### src/rtl/fbm_fifo.sv
// Small synchronous queue with push/full and pop/empty sides.
// Generic payload width; no package dependencies.
`default_nettype none

module fbm_fifo #(
	parameter int WIDTH = 8,
	parameter int DEPTH = 4
) (
	input  wire logic             clk,
	input  wire logic             arst_n,
	input  wire logic             push,
	input  wire logic [WIDTH-1:0] wdata,
	output logic                  full,
	input  wire logic             pop,
	output logic [WIDTH-1:0]      rdata,
	output logic                  empty
);

	localparam int AW = (DEPTH > 1) ? $clog2(DEPTH) : 1;
	localparam int CW = $clog2(DEPTH + 1);

	logic [WIDTH-1:0] mem_q [DEPTH];
	logic [AW-1:0]    wr_ptr_q;
	logic [AW-1:0]    rd_ptr_q;
	logic [CW-1:0]    count_q;
	logic             do_push;
	logic             do_pop;

	assign full    = (count_q == CW'(DEPTH));
	assign empty   = (count_q == '0);
	assign do_push = push && !full;
	assign do_pop  = pop && !empty;
	assign rdata   = mem_q[rd_ptr_q];

	function automatic logic [AW-1:0] next_ptr(input logic [AW-1:0] p);
		return (p == AW'(DEPTH - 1)) ? '0 : p + AW'(1);
	endfunction

	always_ff @(posedge clk or negedge arst_n) begin
		if (!arst_n) begin
			wr_ptr_q <= '0;
			rd_ptr_q <= '0;
			count_q  <= '0;
		end else begin
			if (do_push) wr_ptr_q <= next_ptr(wr_ptr_q);
			if (do_pop)  rd_ptr_q <= next_ptr(rd_ptr_q);
			if (do_push && !do_pop)      count_q <= count_q + CW'(1);
			else if (do_pop && !do_push) count_q <= count_q - CW'(1);
		end
	end

	always_ff @(posedge clk) begin
		if (do_push) mem_q[wr_ptr_q] <= wdata;
	end

endmodule

`default_nettype wire

### config.mk
export PLATFORM = sky130hd
export DESIGN_NAME = fbm_fifo
export DESIGN_NICKNAME = d
export VERILOG_FILES = /design/src/rtl/fbm_fifo.sv
export SDC_FILE = /design/constraint.sdc
export NUM_CORES = 1
export LEC_CHECK = 0
export BUFFER_PORTS_ARGS = -buffer_cell sky130_fd_sc_hd__buf_2
export CORE_AREA = 2 2 58 60
export DETAILED_ROUTE_END_ITERATION = 16
export DIE_AREA = 0 0 60 62
export PLACE_DENSITY = 0.74
export SETUP_SLACK_MARGIN = 0.3
export SYNTH_ARGS = -nofsm -noshare
export SYNTH_HDL_FRONTEND = slang
export SYNTH_SLANG_ARGS = --single-unit
### constraint.sdc
create_clock -name clk -period 3.4 [get_ports clk]
set_input_delay 1.02 -clock clk [delete_from_list [all_inputs] [get_ports clk]]
set_output_delay 1.02 -clock clk [all_outputs]
set_load 0.01 [all_outputs]
==> results of run 1 <==
metal layers:
metal	global-route usage, %	vias up	wire length, microns
met5	0	-	0
met4	10.5	0	67
met3	5.59	4	112
met2	27.0	19	1310
met1	17.5	379	920
li1	-	352	-
cells in the final DEF (no fill, tap or decap), drive strengths merged, types with 2 or more instances in the layout:
cell type and instances:
edfxtp 32, buf 21, mux4 8, dfrtp 7, ha 6, clkbuf 6
mux2 5, nor2 4, inv 3, and2 3, xor2 2
through the flow:
step | cells | total power [W] | instance area (sq um) | setup slack, ns
4_1_cts | 152 | 0.00160 | 1860 | 0.515
5_1_grt | 152 | 0.00169 | 1860 | 0.423
3_3_place_gp | 144 | 0.00125 | 1770 | 0.934
3_5_place_dp | 144 | 0.00129 | 1770 | 0.896
2_1_floorplan | 79 | 0.00113 | 1620 | 1.14
6_report | 152 | 0.00158 | 1860 | 0.557
power by group through the flow:
| stage | Sequential [W] | Clock, W | Combinational [W] |
|---|---|---|---|
| 3_3_place_gp | 0.000767 | 0 | 0.000486 |
| 5_1_grt | 0.000786 | 0.000344 | 0.000558 |
| 3_5_place_dp | 0.000778 | 0 | 0.000508 |
| 4_1_cts | 0.000768 | 0.000326 | 0.000508 |
| 6_report | 0.000763 | 0.000315 | 0.000498 |
| 2_1_floorplan | 0.000707 | 0 | 0.000421 |
registers in the layout, summed over array words and instances (netlist names):
register  cells
mem_q        32
count_q       3
rd_ptr_q      2
wr_ptr_q      2
cell families after synthesis:
group / count (synthesis) / share of synthesized area (%)
multiplexers: 13 / 15.5
buffers and inverters: 5 / 1.24
XOR/XNOR: 3 / 1.62
flip-flops: 39 / 70.2
AND/OR/NAND/NOR: 12 / 5.49
adder cells (fa/ha/maj): 7 / 5.88
path summary, 6_finish.rpt:
kind | end | startpoint | cells after the start | slack (ns)
max | rdata[6] | rd_ptr_q[0]$_DFFE_PN0P_ | 2 | 0.56
min | count_q[1]$_DFFE_PN0P_ | arst_n | 1 | 0.49
max reg2reg | count_q[2]$_DFFE_PN0P_ | count_q[1]$_DFFE_PN0P_ | 8 | 1.34
min reg2reg | count_q[2]$_DFFE_PN0P_ | count_q[2]$_DFFE_PN0P_ | 1 | 0.50
max in group asynchronous | wr_ptr_q[1]$_DFFE_PN0P_ | arst_n | 1 | 2.75
min in group clk | count_q[2]$_DFFE_PN0P_ | count_q[2]$_DFFE_PN0P_ | 1 | 0.50
cell type report:
class                           instances  share of cell area (%)
Clock buffer                            6                    2.76
Clock inverter                          2                    1.89
Inverter                                3                   0.606
Multi-Input combinational cell         35                    24.8
Sequential cell                        39                    61.1
Tap cell                               46                    3.10
Timing Repair Buffer                   21                    5.66
==> metrics.txt, run 1 <==
layout cells sized above 1=42.5%; worst path cell trace=mux4_2, buf_2; total net switching power=between 0.0004 and 0.0005 W; clk_skew=0.00580 ns; full die area=around 3700 sq um; largest net degree at the start of global routing=13; Leak Pwr=between 0.7 and 0.8 nW; Slew @ Worst Pin=between 0.7 and 0.8 ns; Worst setup EP type=primary output; hold_buf cts=0; Multi-input gate area=462 sq um; status=finished, final reports clean; Clk pwr share=approximately a fifth; count leader, synth=edfxtp_1; CTS tree=done; Post-synth EDFFs=32; Gate power share=between 30% and 40%; crit path max fanout=11; Main synth FF type=edfxtp_1; fin crit period=between 2 and 3 ns; maximum VDD drop=~0.47 mV; MaxCap Viol Count=0; Post-Route WL=2410 microns; post-cts sizing count=0; Layout fillers=246; Max H-tree Level=2; area grow syn2layout=14.8%; vias in the first global route=between 700 and 800; Buffers on Ports=21; n_diodes=0; worst min path class=in2async; routability cong.=roughly 0.7; post-route ant nets=0; Initial Util=between 50% and 60%; cell family with the largest share of critical-path delay=flip-flops; GRT Util Overall=16.1%; Mean Syn Cell Area=roughly 20 sq um; PD cells=around 850 nW/um^2; Syn Std Cell Area=1620 sq um; sw frac=between 20 and 30%; TritonCTS Buffers=5; Reg area=around 1100 sq um; critical path class=reg2out; CORE AREA=3180 sq um; Synth top area share=between 50% and 60%; Rel. slew slack=around half; Die Width=roughly 60 microns; final core utilization=58.4%; P_int=~0.0011 W; Synthesis Warnings=0; Cells after Synth=79; Iter 0 DRT Violations=16; Req. time, crit path=between 2 and 2.5 ns; Commonest cells post-synth=edfxtp_1 (32), mux4_2 (8), dfrtp_1 (7), ha_1 (6); Max Slew Vio Count=0; unrepaired setup endpoints after global routing=false; I/O Pins=22; overall die height=approximately 62 microns; # setup viols final=0; clock latency on the worst-skew pair=~0.34 ns; Worst EP arrival=~1.8 ns; Synth async-reset ratio=17.9%; crit share post-route=83.6%; final hold viol count=0; Reg power frac=between 40% and 50%; nets@finish=124; clock sink total=39; syn nets=98; Post-DP HPWL=1690 microns; Slowest-stage cell, CP=dfrtp_1; top cells by area, synth=edfxtp_1 (59%), mux4_2 (11%), dfrtp_1 (11%); Netlist cell types=19; Site Rows=21; fmax=between 0.3 and 0.4 GHz; setup TNS=0 ns; Synth Register Bits=39; slowest stage delay, CP=between 0.7 and 0.8 ns; Post-CTS Setup Bufs=0; area leader, netlist=edfxtp_1; GRT Residual Overflow=0; maximum clock path buffer count=2; first-pass GRT wire length=3860 microns; TritonRoute pass-1 iters=4; number of remaining DRC errors=0; worst hold slack=0.493 ns; Worst setup SP type=flip-flop; Buf+Inv Stages, Crit Path=1; sequential-to-total area share from yosys stat=70.2%; DR vias=around 750; initial antenna violation count=0; clock slew at reported path FFs=approximately 0.1 ns; vias per std cell=4.96; CTS root buf=clkbuf_4; routed len/inst=around 16 microns
No activity file was read; power rests on OpenSTA's default activity.
==> run 2: changes to the inputs <==
Settings changed: CORE_AREA 2 2 58 60 to 2 2 60 62, DIE_AREA 0 0 60 62 to 0 0 62 64, PLACE_DENSITY 0.74 to 0.72.
Clock period 3.4 ns to 2.4 ns, I/O delays scaled along.
==> run 2 against run 1 <==
Die area is 6.7% higher. Power is 46% higher. Core utilization is 0.15 points higher. Critical endpoint is now rdata[3]. Highest routed layer unchanged. Critical path type unchanged.
==> metrics.txt, run 2 (synthesized netlist as in run 1, its figures left out) <==
Layout fillers=approximately 250; Slew @ Worst Pin=approximately 0.44 ns; area grow syn2layout=18.9%; overall die height=approximately 64 microns; initial antenna violation count=0; I/O Pins=22; GR peak layer=met2; Die Width=around 62 microns; final hold viol count=0; routability cong.=approximately 0.7; clock slew at reported path FFs=0.11 ns; status=finished, final reports clean; Design Power=approximately 0.0023 W; unrepaired setup endpoints after global routing=true; post-route insts no fill=157; Iter 0 DRT Violations=37; CORE AREA=around 3300 sq um; met2 usage=approximately 24%; Multi-input gate area=between 400 and 500 sq um; vias in the first global route=around 840; setup TNS=0 ns; Largest Register=mem_q; Post-Route WL=~2500 microns; GR Util met1=around 17%; clock latency on the worst-skew pair=between 0.3 and 0.4 ns; clk_skew=about 0.0072 ns; DP Cell Count=roughly 150; maximum clock path buffer count=2; largest net degree at the start of global routing=13; TritonRoute pass-1 iters=4; Leak Pwr=0.738 nW; MaxCap Viol Count=0; worst min path class=in2async; DR vias=between 800 and 900; commonest cells after routing, fill and taps aside=edfxtp_1 (32), buf_2 (15), mux4_2 (8), buf_6 (8), ha_1 (6); final worst slack=0.174 ns; GR Util met3=around 6.7%; vias per std cell=between 5 and 6; GRT Residual Overflow=0; Worst setup EP type=primary output; GRT Util Overall=about 15%; layout cells sized above 1=between 40 and 50%; final instance area=between 1500 and 2000 sq um; Req. time, crit path=between 1.5 and 2 ns; TritonCTS Buffers=5; crit share post-route=between 90% and 100%; max reg flops=32; CTS root buf=clkbuf_4; Post-DP HPWL=around 1600 microns; largest registers=mem_q x32, count_q x3; critical path class=reg2out; commonest non-fill, non-tap cell in the layout=edfxtp_1; Reg area=about 1100 sq um; Worst EP arrival=1.51 ns; dpl cell area=1780 sq um; hold_buf cts=0; dpl ws=0.221 ns; number of remaining DRC errors=0; crit path max fanout=5; maximum VDD drop=roughly 0.51 mV; n_diodes=0; # setup viols final=0; Max H-tree Level=2; nets@finish=around 130; routed len/inst=~16 microns; Site Rows=21; first-pass GRT wire length=3960 microns; CTS tree=done; fmax=between 0.4 and 0.5 GHz; Rel. slew slack=70.5%; full die area=a little under 4000 sq um; fin crit period=between 2 and 2.5 ns; Buffers on Ports=21; Initial Util=around 50%; clock sink total=39; Max Slew Vio Count=0; post-route ant nets=0; Worst setup SP type=flip-flop; PD cells=roughly 1200 nW/um^2
==> run 2: cell types whose count changed in the layout (fill, tap and decap cells not counted), sizes merged <==
cell | previous run | this run
buf | 21 | 26
bufinv | 1 | 0
clkbuf | 6 | 7
==> run 2: final timing paths <==
path	start	endpoint	slack, ns	depth (start not counted)
max in group asynchronous	arst_n	count_q[1]$_DFFE_PN0P_	2.02	1
max	rd_ptr_q[0]$_DFFE_PN0P_	rdata[3]	0.17	3
min	arst_n	count_q[2]$_DFFE_PN0P_	0.20	1
min in group clk	count_q[2]$_DFFE_PN0P_	count_q[2]$_DFFE_PN0P_	0.52	1
max reg2reg	count_q[0]$_DFFE_PN0P_	count_q[2]$_DFFE_PN0P_	0.44	8
min reg2reg	count_q[2]$_DFFE_PN0P_	count_q[2]$_DFFE_PN0P_	0.52	1
==> run 2: per-layer routing <==
| metal | share of wire, % | routed length (microns) |
|---|---|---|
| met1 | 42 | 1040 |
| met2 | 53 | 1330 |
| met3 | 4.0 | 101 |
| met4 | 1.5 | 37 |
| met5 | 0 | 0 |
==> run 2: per-stage QoR <==
stage	hold WS (ns)	utilization, %
2_1_floorplan	0.424	-
3_5_place_dp	0.487	54.2
5_1_grt	0.179	58.6
4_1_cts	0.195	56.8
3_3_place_gp	0.479	54.2
6_report	0.201	58.6
==> run 2: where the power goes <==
group / total, W / internal (W) / switching (W)
Combinational: 0.000917 / 0.000541 / 0.000376
Sequential: 0.00105 / 0.000924 / 0.000124
Clock: 0.000341 / 0.000142 / 0.000199
Total: 0.00231 / 0.00161 / 0.000699
==> run 2: final cells by class <==
cell class / count / area share [%]
repair buffers: 26 / 9.75
clock inverters: 1 / 0.260
multi-input cells: 35 / 24.3
inverters: 3 / 0.585
flip-flops and latches: 39 / 59.3
clock buffers: 7 / 2.86
well taps: 46 / 2.99
==> run 2: repair_timing <==
item,in CTS,in global routing
buffers inserted,3,1
gates resized for setup,3,11
endpoints found under the setup margin,8,9
==> run 2: worst max-delay path, stage by stage (launching register included) <==
cell and delay (ns):
dfrtp_2 0.39, buf_6 0.14, mux4_2 0.51, buf_6 0.14
