**src/rtl/fbm_pkg.sv**
```systemverilog
// Package for the FSK byte modulator: command and register codes, framing
// constants and the words that travel between the front, back and queues.
// No dependencies.
`default_nettype none

package fbm_pkg;

	// input commands
	localparam logic [1:0] CMD_TICK  = 2'd0;
	localparam logic [1:0] CMD_SEND  = 2'd1;
	localparam logic [1:0] CMD_WRITE = 2'd2;

	// configuration register indexes
	localparam logic [3:0] REG_TABLE_LENGTH = 4'd0;
	localparam logic [3:0] REG_MARK_STEP    = 4'd1;
	localparam logic [3:0] REG_SPACE_STEP   = 4'd2;
	localparam logic [3:0] REG_BIT_LEN      = 4'd3;

	// start bit, eight data bits, stop bit
	localparam int FRAME_BITS = 10;

	// depth of the queues between front, back and result port
	localparam int QUEUE_DEPTH = 4;

	typedef enum logic [0:0] {
		OP_TICK  = 1'b0,
		OP_WRITE = 1'b1
	} op_t;

	typedef struct packed {
		logic [10:0] table_length;
		logic [9:0]  mark_step;
		logic [9:0]  space_step;
		logic [15:0] bit_len;
	} cfg_t;

	// work handed from the front to the back
	typedef struct packed {
		op_t         op;
		logic        level;
		logic        last;
		logic [31:0] number;
		logic [9:0]  tbl_index;
		logic [11:0] tbl_value;
	} mid_word_t;

	typedef struct packed {
		logic [11:0] sample;
		logic [31:0] number;
		logic        level;
		logic        last;
	} result_word_t;

endpackage

`default_nettype wire

```
**src/rtl/fbm_front.sv**
```systemverilog
// Front end: accepts input words, keeps the UART framing state and the
// sample count, and hands ticks and table writes to the back. Uses fbm_pkg.
`default_nettype none

module fbm_front
	import fbm_pkg::*;
(
	input  wire logic        clk,
	input  wire logic        arst_n,
	input  wire cfg_t        cfg,
	input  wire logic        push,
	output logic             full,
	input  wire logic [1:0]  cmd,
	input  wire logic [7:0]  data_byte,
	input  wire logic [9:0]  table_index,
	input  wire logic [11:0] table_value,
	input  wire logic        mid_full,
	output logic             mid_push,
	output mid_word_t        mid_word
);

	logic                  busy_q;
	logic [FRAME_BITS-1:0] frame_q;
	logic [3:0]            bitpos_q;
	logic [15:0]           sib_q;
	logic [31:0]           count_q;

	logic accept;
	logic level;
	logic end_of_bit;
	logic last;

	assign full   = mid_full;
	assign accept = push && !mid_full;

	assign level      = frame_q[bitpos_q];
	assign end_of_bit = ({1'b0, sib_q} + 17'd1) >= {1'b0, cfg.bit_len};
	assign last       = end_of_bit && (bitpos_q >= 4'(FRAME_BITS - 1));

	// only ticks during a frame and table writes reach the back
	assign mid_push = accept && ((cmd == CMD_WRITE) || ((cmd == CMD_TICK) && busy_q));

	always_comb begin
		mid_word.op        = (cmd == CMD_WRITE) ? OP_WRITE : OP_TICK;
		mid_word.level     = level;
		mid_word.last      = last;
		mid_word.number    = count_q + 32'd1;
		mid_word.tbl_index = table_index;
		mid_word.tbl_value = table_value;
	end

	always_ff @(posedge clk or negedge arst_n) begin
		if (!arst_n) begin
			busy_q   <= 1'b0;
			bitpos_q <= '0;
			sib_q    <= '0;
			count_q  <= '0;
		end else if (accept) begin
			case (cmd)
				CMD_SEND: begin
					if (!busy_q) begin
						bitpos_q <= '0;
						sib_q    <= '0;
						busy_q   <= 1'b1;
					end
				end
				CMD_TICK: begin
					if (busy_q) begin
						count_q <= count_q + 32'd1;
						if (end_of_bit) begin
							sib_q <= '0;
							if (last) begin
								busy_q   <= 1'b0;
								bitpos_q <= '0;
							end else begin
								bitpos_q <= bitpos_q + 4'd1;
							end
						end else begin
							sib_q <= sib_q + 16'd1;
						end
					end
				end
				default: begin
				end
			endcase
		end
	end

	// frame: stop bit (mark), data MSB..LSB, start bit (space)
	always_ff @(posedge clk) begin
		if (accept && (cmd == CMD_SEND) && !busy_q) frame_q <= {1'b1, data_byte, 1'b0};
	end

endmodule

`default_nettype wire

```
**config.mk**
```make
export PLATFORM = sky130hd
export DESIGN_NAME = fbm_front
export DESIGN_NICKNAME = d
export VERILOG_FILES = /design/src/rtl/fbm_pkg.sv /design/src/rtl/fbm_front.sv
export SDC_FILE = /design/constraint.sdc
export NUM_CORES = 1
export LEC_CHECK = 0
export BUFFER_PORTS_ARGS = -buffer_cell sky130_fd_sc_hd__clkbuf_2
export CAP_MARGIN = 5
export CORE_UTILIZATION = 51
export DETAILED_ROUTE_END_ITERATION = 12
export MAX_ROUTING_LAYER = met4
export PLACE_DENSITY = 0.85
export REMOVE_ABC_BUFFERS = 1
export SLEW_MARGIN = 20
export SYNTH_ARGS = -nofsm -noshare
export SYNTH_HDL_FRONTEND = slang
export SYNTH_SLANG_ARGS = --single-unit
```
**constraint.sdc**
```tcl
create_clock -name clk -period 4.06 [get_ports clk]
set_input_delay 0.609 -clock clk [delete_from_list [all_inputs] [get_ports clk]]
set_output_delay 0.609 -clock clk [all_outputs]
set_load 0.01 [all_outputs]
```
==> qor.txt, run 1 <==
Outcome: finished clean
Vias per cell: 5.44
Drt pass-1 iters: 4
CP top delay family: simple AND/OR/NAND/NOR gates
Final WL: 8420 um
H-tree levels: 3
DRC Markers: 0
Num CTS Buffers: 9
Slowest stage delay, CP: 0.41 ns
Area share of the largest cell type after synthesis: 32.5%
Worst Hold Class: in -> async
Vias in the first global route: 3212
Fmax: 264 MHz
Psw: 0.361 mW
Post-Synth Adder-Cell Area: 6.43%
Chip width: 91.5 um
Syn. warnings: 0
Reg power frac: 51.1%
Worst Setup End Kind: output pin
CTS tree: built
Critical path startpoint category: register
Core area: 7730 sq um
Minimum period implied by the final worst setup slack: 3.79 ns
Buffers added on ports: 66
Comb power frac: 13.6%
First-pass GRT wire length: 14600 um
Seq cells post-synth: 61
Clock latency on the worst-skew pair: 0.34 ns
Hold_ws: 0.389 ns
Most common cell after layout, fill and taps aside: clkbuf_2
Synth Area in Simple Gates: 21.6%
Largest family of logic cells by synthesized area: simple AND/OR/NAND/NOR gates
Area delta synth->final: 10.5%
Maximum capacitance violations: 0
Total GRT Usage: 22.4%
Compound-cell area share of the yosys netlist: 7.78%
Leakage: 2.24 nW
Post-DRT Antenna Nets: 0
CP required: 3.45 ns
Starting Density: 52.9%
Maximum clock insertion buffer count: 2
Switching part of the total power: 27.0%
NumNets Final: 598
Cell Rows: 32
PwrDens: 296 nW/um^2
Int Power: 0.976 mW
Vias: 3262
Initial drt markers: 152
Overflow after GRT: 0
Clk sink count: 61
Final period util: 93.3%
Mean Syn Cell Area: 9.04 sq um
Final core utilization: 58.4%
Die area: 8370 sq um
Asr flop ratio synth: 86.9%
Worst path cell trace: ha_2 > nand4_1 > buf_4 > nor3_2 > nand3_1 > xnor2_1 > ha_1 > nand4_1 > nor2_1 > o311ai_0 > and3_2 > nor2_1 > clkbuf_2
Die H: 91.5 um
Worst slew pin tran: 0.668 ns
Final non-filler cell total: 600
Clock transition at path regs: 0.07 ns
Seq/Total Area, Yosys: 38.3%
Mux contribution to synthesized area: 1.04%
Final instance area: 4520 sq um
Final HPWL DP: 6270 um
Final Skew: 0.00783 ns
Placed insts: 583
Slew headroom: 55.5%
WL/cell: 14.0 um
Top cells by area, synth: dfrtp_1 32%, xor2_1 8.4%, xnor2_1 7.9%
Yosys top cell by area: dfrtp_1
Worst-case vdd ir drop: 0.250 mV
Cell count after synthesis: 452
Max Slew Vio Count: 0
Buf+Inv Stages, Crit Path: 2
Synth cell types: 49
IO Pins: 142
Share of layout cells above drive strength 1: 20.5%
Primary FF master, synth: dfrtp_1
Most frequent cells in the layout: 66 x clkbuf_2, 55 x nand2_1, 52 x dfrtp_1
Critical Path AT: 3.18 ns
CTS Hold Buffers Added: 0
Mapped Area: 4090 sq um
Routability cong.: 0.867
Initial antenna violation count: 0
Final setup fails: 0
Number of synthesized flops with an enable pin: 8
Antenna Cells: 0
Clk root buf: clkbuf_8
Final Hold Fails: 0
Crit Path Category: reg -> out
CP Max Fanout: 8
Post-Synth XOR/XNOR Area: 16.3%
Crit-path slowest cell: dfrtp_2
TNS Setup: 0 ns
Pin count of the biggest net entering global routing: 54
Clock power frac: 35.4%
Post-DP Area: 4300 sq um
==> power by group through the flow <==
stage	clock, mW	sequential (mW)	combinational [mW]
2_1_floorplan	0	0.684	0.114
3_3_place_gp	0	0.691	0.174
3_5_place_dp	0	0.693	0.183
4_1_cts	0.488	0.682	0.183
5_1_grt	0.518	0.687	0.212
6_report	0.473	0.683	0.181
==> layer usage <==
metal	track usage, %	part of all wire [%]	up-vias	wire length [um]
met2	36.4	49	89	4130
met1	26.4	44	1569	3700
met4	6.88	1.3	0	110
met5	-	0	-	0
li1	-	-	1593	-
met3	7.54	5.7	11	480
==> path summary, 6_finish.rpt <==
path,start,endpoint,cells past startpoint,slack [ns]
max,sib_q[0],mid_word[54],13,0.27
min,arst_n,count_q[17],2,0.39
max reg2reg,sib_q[0],sib_q[5],14,0.75
min reg2reg,count_q[9],count_q[9],1,0.48
max in group asynchronous,arst_n,sib_q[0],2,3.18
min in group clk,data_byte[5],frame_q[6],1,0.44
==> cells by family after synthesis <==
| logic type | Yosys count |
|---|---|
| and+or+nand+nor | 176 |
| xor gates and xnor gates | 76 |
| buffers and inverters | 64 |
| DFF | 61 |
| AOI/OAI and AO/OA | 51 |
| adders and majority gates | 21 |
| muxes | 3 |
==> per-stage QoR <==
stage	worst slack, ns	total power, mW
5_1_grt	-0.0261	1.42
2_1_floorplan	0.952	0.798
4_1_cts	0.0427	1.35
3_3_place_gp	0.496	0.865
3_5_place_dp	0.421	0.876
6_report	0.271	1.34
==> synthesized netlist by cell type (8+ instances only) <==
cell type,number
nand2_1,55
dfrtp_1,53
xor2_1,39
nor2_1,37
xnor2_1,37
buf_4,26
inv_1,25
ha_1,21
nand3_1,21
o21ai_0,20
nand4_1,13
a21oi_1,12
and3_1,12
clkbuf_1,9
nor3_1,9
edfxtp_1,8
==> state kept, by name, indices dropped and copies added (netlist names) <==
name	count
sib_q	16
busy_q	1
frame_q	8
bitpos_q	4
count_q	32
==> area by class of cell <==
cell class | instances | area [sq um]
Clock buffer | 13 | 159
Timing Repair Buffer | 70 | 360
Fill cell | 660 | 3210
Sequential cell | 61 | 1570
Multi-Input combinational cell | 327 | 2200
Clock inverter | 2 | 10.0
Tap cell | 102 | 128
Inverter | 25 | 93.8
==> what timing repair did <==
item                                    in CTS  in global routing
gates resized for setup                      0                  8
buffers inserted                             0                  2
endpoints found under the setup margin       0                  1
Note: power is estimated with default switching activity, not from simulation.
==> inputs of run 2 (changes only) <==
Settings changed: CORE_UTILIZATION 51 to 32, PLACE_DENSITY 0.85 to 0.59, SETUP_SLACK_MARGIN set to 0.5.
==> run 2 against run 1 <==
- first-iteration DRC count is 30% lower
- via count decreased by 1.2%
- critical path depth down 1
- non-clock buffer count grew 6
- die area up 58%
- register-to-register slack gained 0.23 ns
- fmax increased by 8.8%
- highest routed layer unchanged
- worst setup slack better by 0.31 ns
- sequential share of layout area fell by 2.3 points
- power increased by 23%
- clock-buffer cell count shrank 1
- wire length is 11% higher
==> qor.txt, run 2 (synthesis results as in run 1) <==
Outcome: finished clean
CTS Hold Buffers Added: 0
Pin count of the biggest net entering global routing: 32
Fmax: 287 MHz
Biggest registers after layout: count_q x32, sib_q x16, frame_q x8
Drt pass-1 iters: 4
Vias per cell: 4.80
Worst slew pin tran: 0.623 ns
Most common cell after layout, fill and taps aside: clkbuf_2
Crit-path slowest cell: dfrtp_1
H-tree levels: 3
Fillers: 1281
Critical path startpoint category: register
Final HPWL DP: 6800 um
Final core utilization: 39.7%
Antenna Cells: 0
Minimum period implied by the final worst setup slack: 3.48 ns
Core area: 12200 sq um
Switching part of the total power: 24.7%
Num CTS Buffers: 9
Clk root buf: clkbuf_16
Worst path most repeated cell: nand4_1
Setup repair after global routing missed its margin: true
Worst Setup End Kind: output pin
CP top delay family: simple AND/OR/NAND/NOR gates
Max reg flops: 32
Final WL: 9360 um
Buf+Inv Stages, Crit Path: 1
IO Pins: 142
Clock power frac: 46.2%
CP Max Fanout: 4
Reg power frac: 41.8%
Routability cong.: 0.823
Worst path cell trace: ha_4 > nand4_1 > nor3_2 > nand3_2 > xnor2_2 > ha_1 > nand4_1 > o21ai_1 > a21oi_2 > and3_4 > nor2_4 > buf_6
Clock transition at path regs: 0.05 ns
Slowest stage delay, CP: 0.39 ns
PwrDens: 339 nW/um^2
Critical Path AT: 2.87 ns
DRC Markers: 0
Clk sink count: 61
Overflow after GRT: 0
Crit Path Category: reg -> out
Final Hold Fails: 0
Final setup fails: 0
Leakage: 2.35 nW
Max Slew Vio Count: 0
Final Skew: 0.00533 ns
Slew headroom: 58.1%
Vias in the first global route: 3254
Psw: 0.406 mW
Die H: 115 um
Final period util: 85.7%
CTS tree: built
Initial drt markers: 106
Die area: 13200 sq um
Starting Density: 33.5%
Clock latency on the worst-skew pair: 0.33 ns
Maximum capacitance violations: 0
WL/cell: 13.9 um
Post-DRT Antenna Nets: 0
Initial antenna violation count: 0
Chip width: 115 um
Int Power: 1.23 mW
Worst Hold Class: in -> async
Total GRT Usage: 15.3%
Buffers added on ports: 66
CP required: 3.45 ns
Most frequent cells in the layout: 65 x clkbuf_2, 54 x nand2_1, 49 x dfrtp_1
Share of layout cells above drive strength 1: 24.1%
Cell Rows: 40
Vias: 3222
First-pass GRT wire length: 15200 um
Comb power frac: 12.0%
Worst-case vdd ir drop: 0.225 mV
Reg with most FFs: count_q
TNS Setup: 0 ns
Area delta synth->final: 18.6%
Maximum clock insertion buffer count: 2
NumNets Final: 604
run 2: layout make-up:
cell class	count	area, sq um	share of cell area (%)
clock inverters	2	35.0	0.723
clock buffers	12	256	5.29
multi-input cells	327	2270	46.8
inverters	25	93.8	1.94
flip-flops and latches	61	1570	32.4
repair buffers	76	412	8.50
well taps	168	210	4.34
run 2: through the flow:
stage                     hold WS, ns  instance area (sq um)  setup slack (ns)  std cells  total power [mW]
after floorplan                 0.313                   3830             0.952        413             0.798
after global placement          0.460                   4390             0.432        649             0.873
after detailed placement        0.475                   4390             0.416        649             0.883
after CTS                       0.303                   4770             0.516        668              1.66
after global routing            0.332                   4840             0.420        671              1.71
final                           0.290                   4840             0.579        671              1.64
run 2: repair_timing:
action	CTS	global route
pin swaps	6	11
endpoints found under the setup margin	1	1
gates resized for setup	15	13
setup buffers	5	3
run 2: power groups by stage:
stage / Clock (mW) / Combinational (mW) / Sequential, mW
after floorplan: 0 / 0.114 / 0.684
after global placement: 0 / 0.180 / 0.693
after detailed placement: 0 / 0.188 / 0.695
after CTS: 0.778 / 0.196 / 0.684
after global routing: 0.800 / 0.222 / 0.689
final: 0.758 / 0.197 / 0.686
run 2: path summary, 6_finish.rpt:
| check | endpoint | from | slack, ns | cells past startpoint |
|---|---|---|---|---|
| worst min register to register | count_q[31] | count_q[31] | 0.48 | 1 |
| worst max-delay path | mid_word[54] | sib_q[1] | 0.58 | 12 |
| worst min-delay path | count_q[31] | arst_n | 0.29 | 1 |
| worst max register to register | sib_q[2] | sib_q[1] | 0.98 | 12 |
| max in group asynchronous | count_q[0] | arst_n | 2.91 | 2 |
| min in group clk | frame_q[2] | data_byte[1] | 0.45 | 1 |
run 2: worst register-to-register path: stages (launching register included):
cell and delay (ns):
dfrtp_1 0.39, ha_4 0.16, nand4_1 0.20, nor3_2 0.33, nand3_2 0.15, xnor2_2 0.17, ha_1 0.31, nand4_1 0.12
nor2_2 0.07, a211oi_2 0.21, nand4_1 0.15, nor2_1 0.52, a22o_1 0.25
run 2: layer usage:
metal  GRT usage (%)  routed length (um)  vias up
li1                -                   -     1592
met1            17.5                4220     1535
met2            23.6                4330       81
met3            6.38                 626       14
met4            5.97                 174        0
met5               -                   0        -
==> inputs of run 3 (changes only) <==
Settings changed: ABC_AREA set to 1.
==> run 3 against run 2 <==
- synthesized area is 4.8% higher
- combinational power increased by 100%
- global-route usage increased by 1.1 points
- synthesized cell count is 25% higher
- critical path type unchanged
- critical endpoint unchanged
- highest routed layer unchanged
==> qor.txt, run 3 <==
Mapped Area: 4280 sq um
Max Slew Vio Count: 0
Dpl ws: 0.570 ns
Cell Rows: 41
Worst path most repeated cell: nand2_1
Post-DP Area: 4630 sq um
Outcome: finished clean
Worst slew pin tran: 0.762 ns
Slowest stage delay, CP: 0.39 ns
Clock transition at path regs: 0.06 ns
NumNets Final: 726
Yosys top cell by area: dfrtp_1
Reg2reg setup slack: 1.14 ns
Die H: 118 um
Initial drt markers: 158
Crit-path slowest cell: dfrtp_1
CTS Hold Buffers Added: 0
Drt pass-1 iters: 4
Pin count of the biggest net entering global routing: 44
PnR worst setup slack: 0.656 ns
Antenna Cells: 0
Final core utilization: 39.8%
Placed insts: 775
CP Max Fanout: 4
Initial antenna violation count: 0
Hold_ws: 0.269 ns
Biggest registers after layout: count_q x32, sib_q x16, frame_q x8
Clk root buf: clkbuf_16
Clk sink count: 61
Crit Path Category: reg -> out
Final non-filler cell total: 799
Routability cong.: 0.843
Final HPWL DP: 7980 um
Synth cell types: 35
Mean Syn Cell Area: 7.55 sq um
Post-DRT Antenna Nets: 0
Asr flop ratio synth: 86.9%
Chip width: 118 um
CTS tree: built
Synth Area in Simple Gates: 30.0%
Seq/Total Area, Yosys: 36.6%
Final setup fails: 0
Most common cell after layout, fill and taps aside: nand2_1
Number of synthesized flops with an enable pin: 8
CP top delay family: simple AND/OR/NAND/NOR gates
Num CTS Buffers: 9
Worst-case vdd ir drop: 0.240 mV
Area share of the largest cell type after synthesis: 31.0%
TNS Setup: 0 ns
Slew headroom: 49.1%
Vias in the first global route: 3554
Final instance area: 5110 sq um
Compound-cell area share of the yosys netlist: 5.76%
DRC Markers: 0
Buf+Inv Stages, Crit Path: 5
Seq cells post-synth: 61
Total power: 1.94 mW
Largest family of logic cells by synthesized area: simple AND/OR/NAND/NOR gates
Total GRT Usage: 16.4%
Leakage: 2.60 nW
Final Hold Fails: 0
Fmax: 294 MHz
Share of layout cells above drive strength 1: 25.2%
Buffers added on ports: 66
Die area: 13800 sq um
Vias per cell: 4.61
Post-Synth Adder-Cell Area: 6.14%
WL/cell: 13.3 um
IO Pins: 142
Cell count after synthesis: 567
Critical Path AT: 2.79 ns
Area delta synth->final: 19.3%
Primary FF master, synth: dfrtp_1
Worst Hold Class: in -> async
Worst Setup End Kind: output pin
Maximum clock insertion buffer count: 2
Critical path startpoint category: register
Reg with most FFs: count_q
Starting Density: 33.4%
Final WL: 10600 um
H-tree levels: 3
Most frequent cells in the layout: 156 x nand2_1, 76 x inv_1, 65 x clkbuf_2
Mux contribution to synthesized area: 0%
CP required: 3.45 ns
PwrDens: 380 nW/um^2
Most instantiated cells after synthesis: 166 x nand2_1, 80 x inv_1, 53 x dfrtp_1
Worst path cell trace: ha_2 > nand2_2 > nor2_4 > buf_4 > nand2_1 > nor2_2 > xnor2_1 > inv_1 > ha_1 > nand2_1 > inv_1 > nand2_1 > nor2_1 > nand2_1 > nand3_2 > nand2_2 > nand3_2 > nand2_2 > inv_1 > buf_2
Minimum period implied by the final worst setup slack: 3.40 ns
Post-Synth XOR/XNOR Area: 8.71%
Final period util: 83.8%
Setup repair after global routing missed its margin: false
Overflow after GRT: 0
Vias: 3686
Top cells by area, synth: dfrtp_1 31%, nand2_1 15%, inv_1 7.0%
Max reg flops: 32
Maximum capacitance violations: 0
Final Skew: 0.00667 ns
Most common cell in the netlist: nand2_1
First-pass GRT wire length: 17500 um
Syn. warnings: 0
Clock latency on the worst-skew pair: 0.33 ns
Core area: 12800 sq um
-- run 3: worst paths after layout --
kind	cells past startpoint	end	start
hold reg to reg	2	count_q[31]	count_q[31]
min in group clk	1	frame_q[5]	data_byte[4]
setup reg to reg	22	busy_q	sib_q[0]
hold / removal	1	count_q[24]	arst_n
max in group asynchronous	2	sib_q[4]	arst_n
setup / recovery	20	mid_word[54]	sib_q[0]
-- run 3: what timing repair did --
action / 4_1_cts / 5_1_grt
setup buffers: 4 / 4
endpoints found under the setup margin: 1 / 1
endpoints found under the hold margin: 0 / 0
pin swaps: 2 / 11
gates resized for setup: 9 / 24
-- run 3: per-layer routing --
metal,global-route usage [%],share of wire (%),vias to the layer above
met5,-,0,-
met4,7.05,2.1,0
met3,4.41,6.8,14
met2,23.5,43,118
met1,21.6,48,1693
li1,-,-,1861
-- run 3: cells by family (layout without fill, tap and decap cells) --
group | count (synthesis) | after routing
flops | 61 | 61
compound gates | 47 | 47
simple gates | 278 | 278
fa+ha+maj | 21 | 21
xor+xnor | 40 | 40
buf+inv | 120 | 180
-- run 3: cell type report --
type | count | area (sq um)
repair buffers | 77 | 413
flip-flops and latches | 61 | 1570
multi-input cells | 386 | 2280
clock inverters | 3 | 42.5
clock buffers | 13 | 262
inverters | 87 | 327
well taps | 172 | 215
fillers | 1355 | 7710
-- run 3: power breakdown --
part	switching (mW)	total [mW]	internal (mW)	leakage, nW
combinational	0.249	0.401	0.152	1.68
clock	0.273	0.785	0.512	0.145
sequential	0.0658	0.753	0.688	0.778
total	0.589	1.94	1.35	2.60
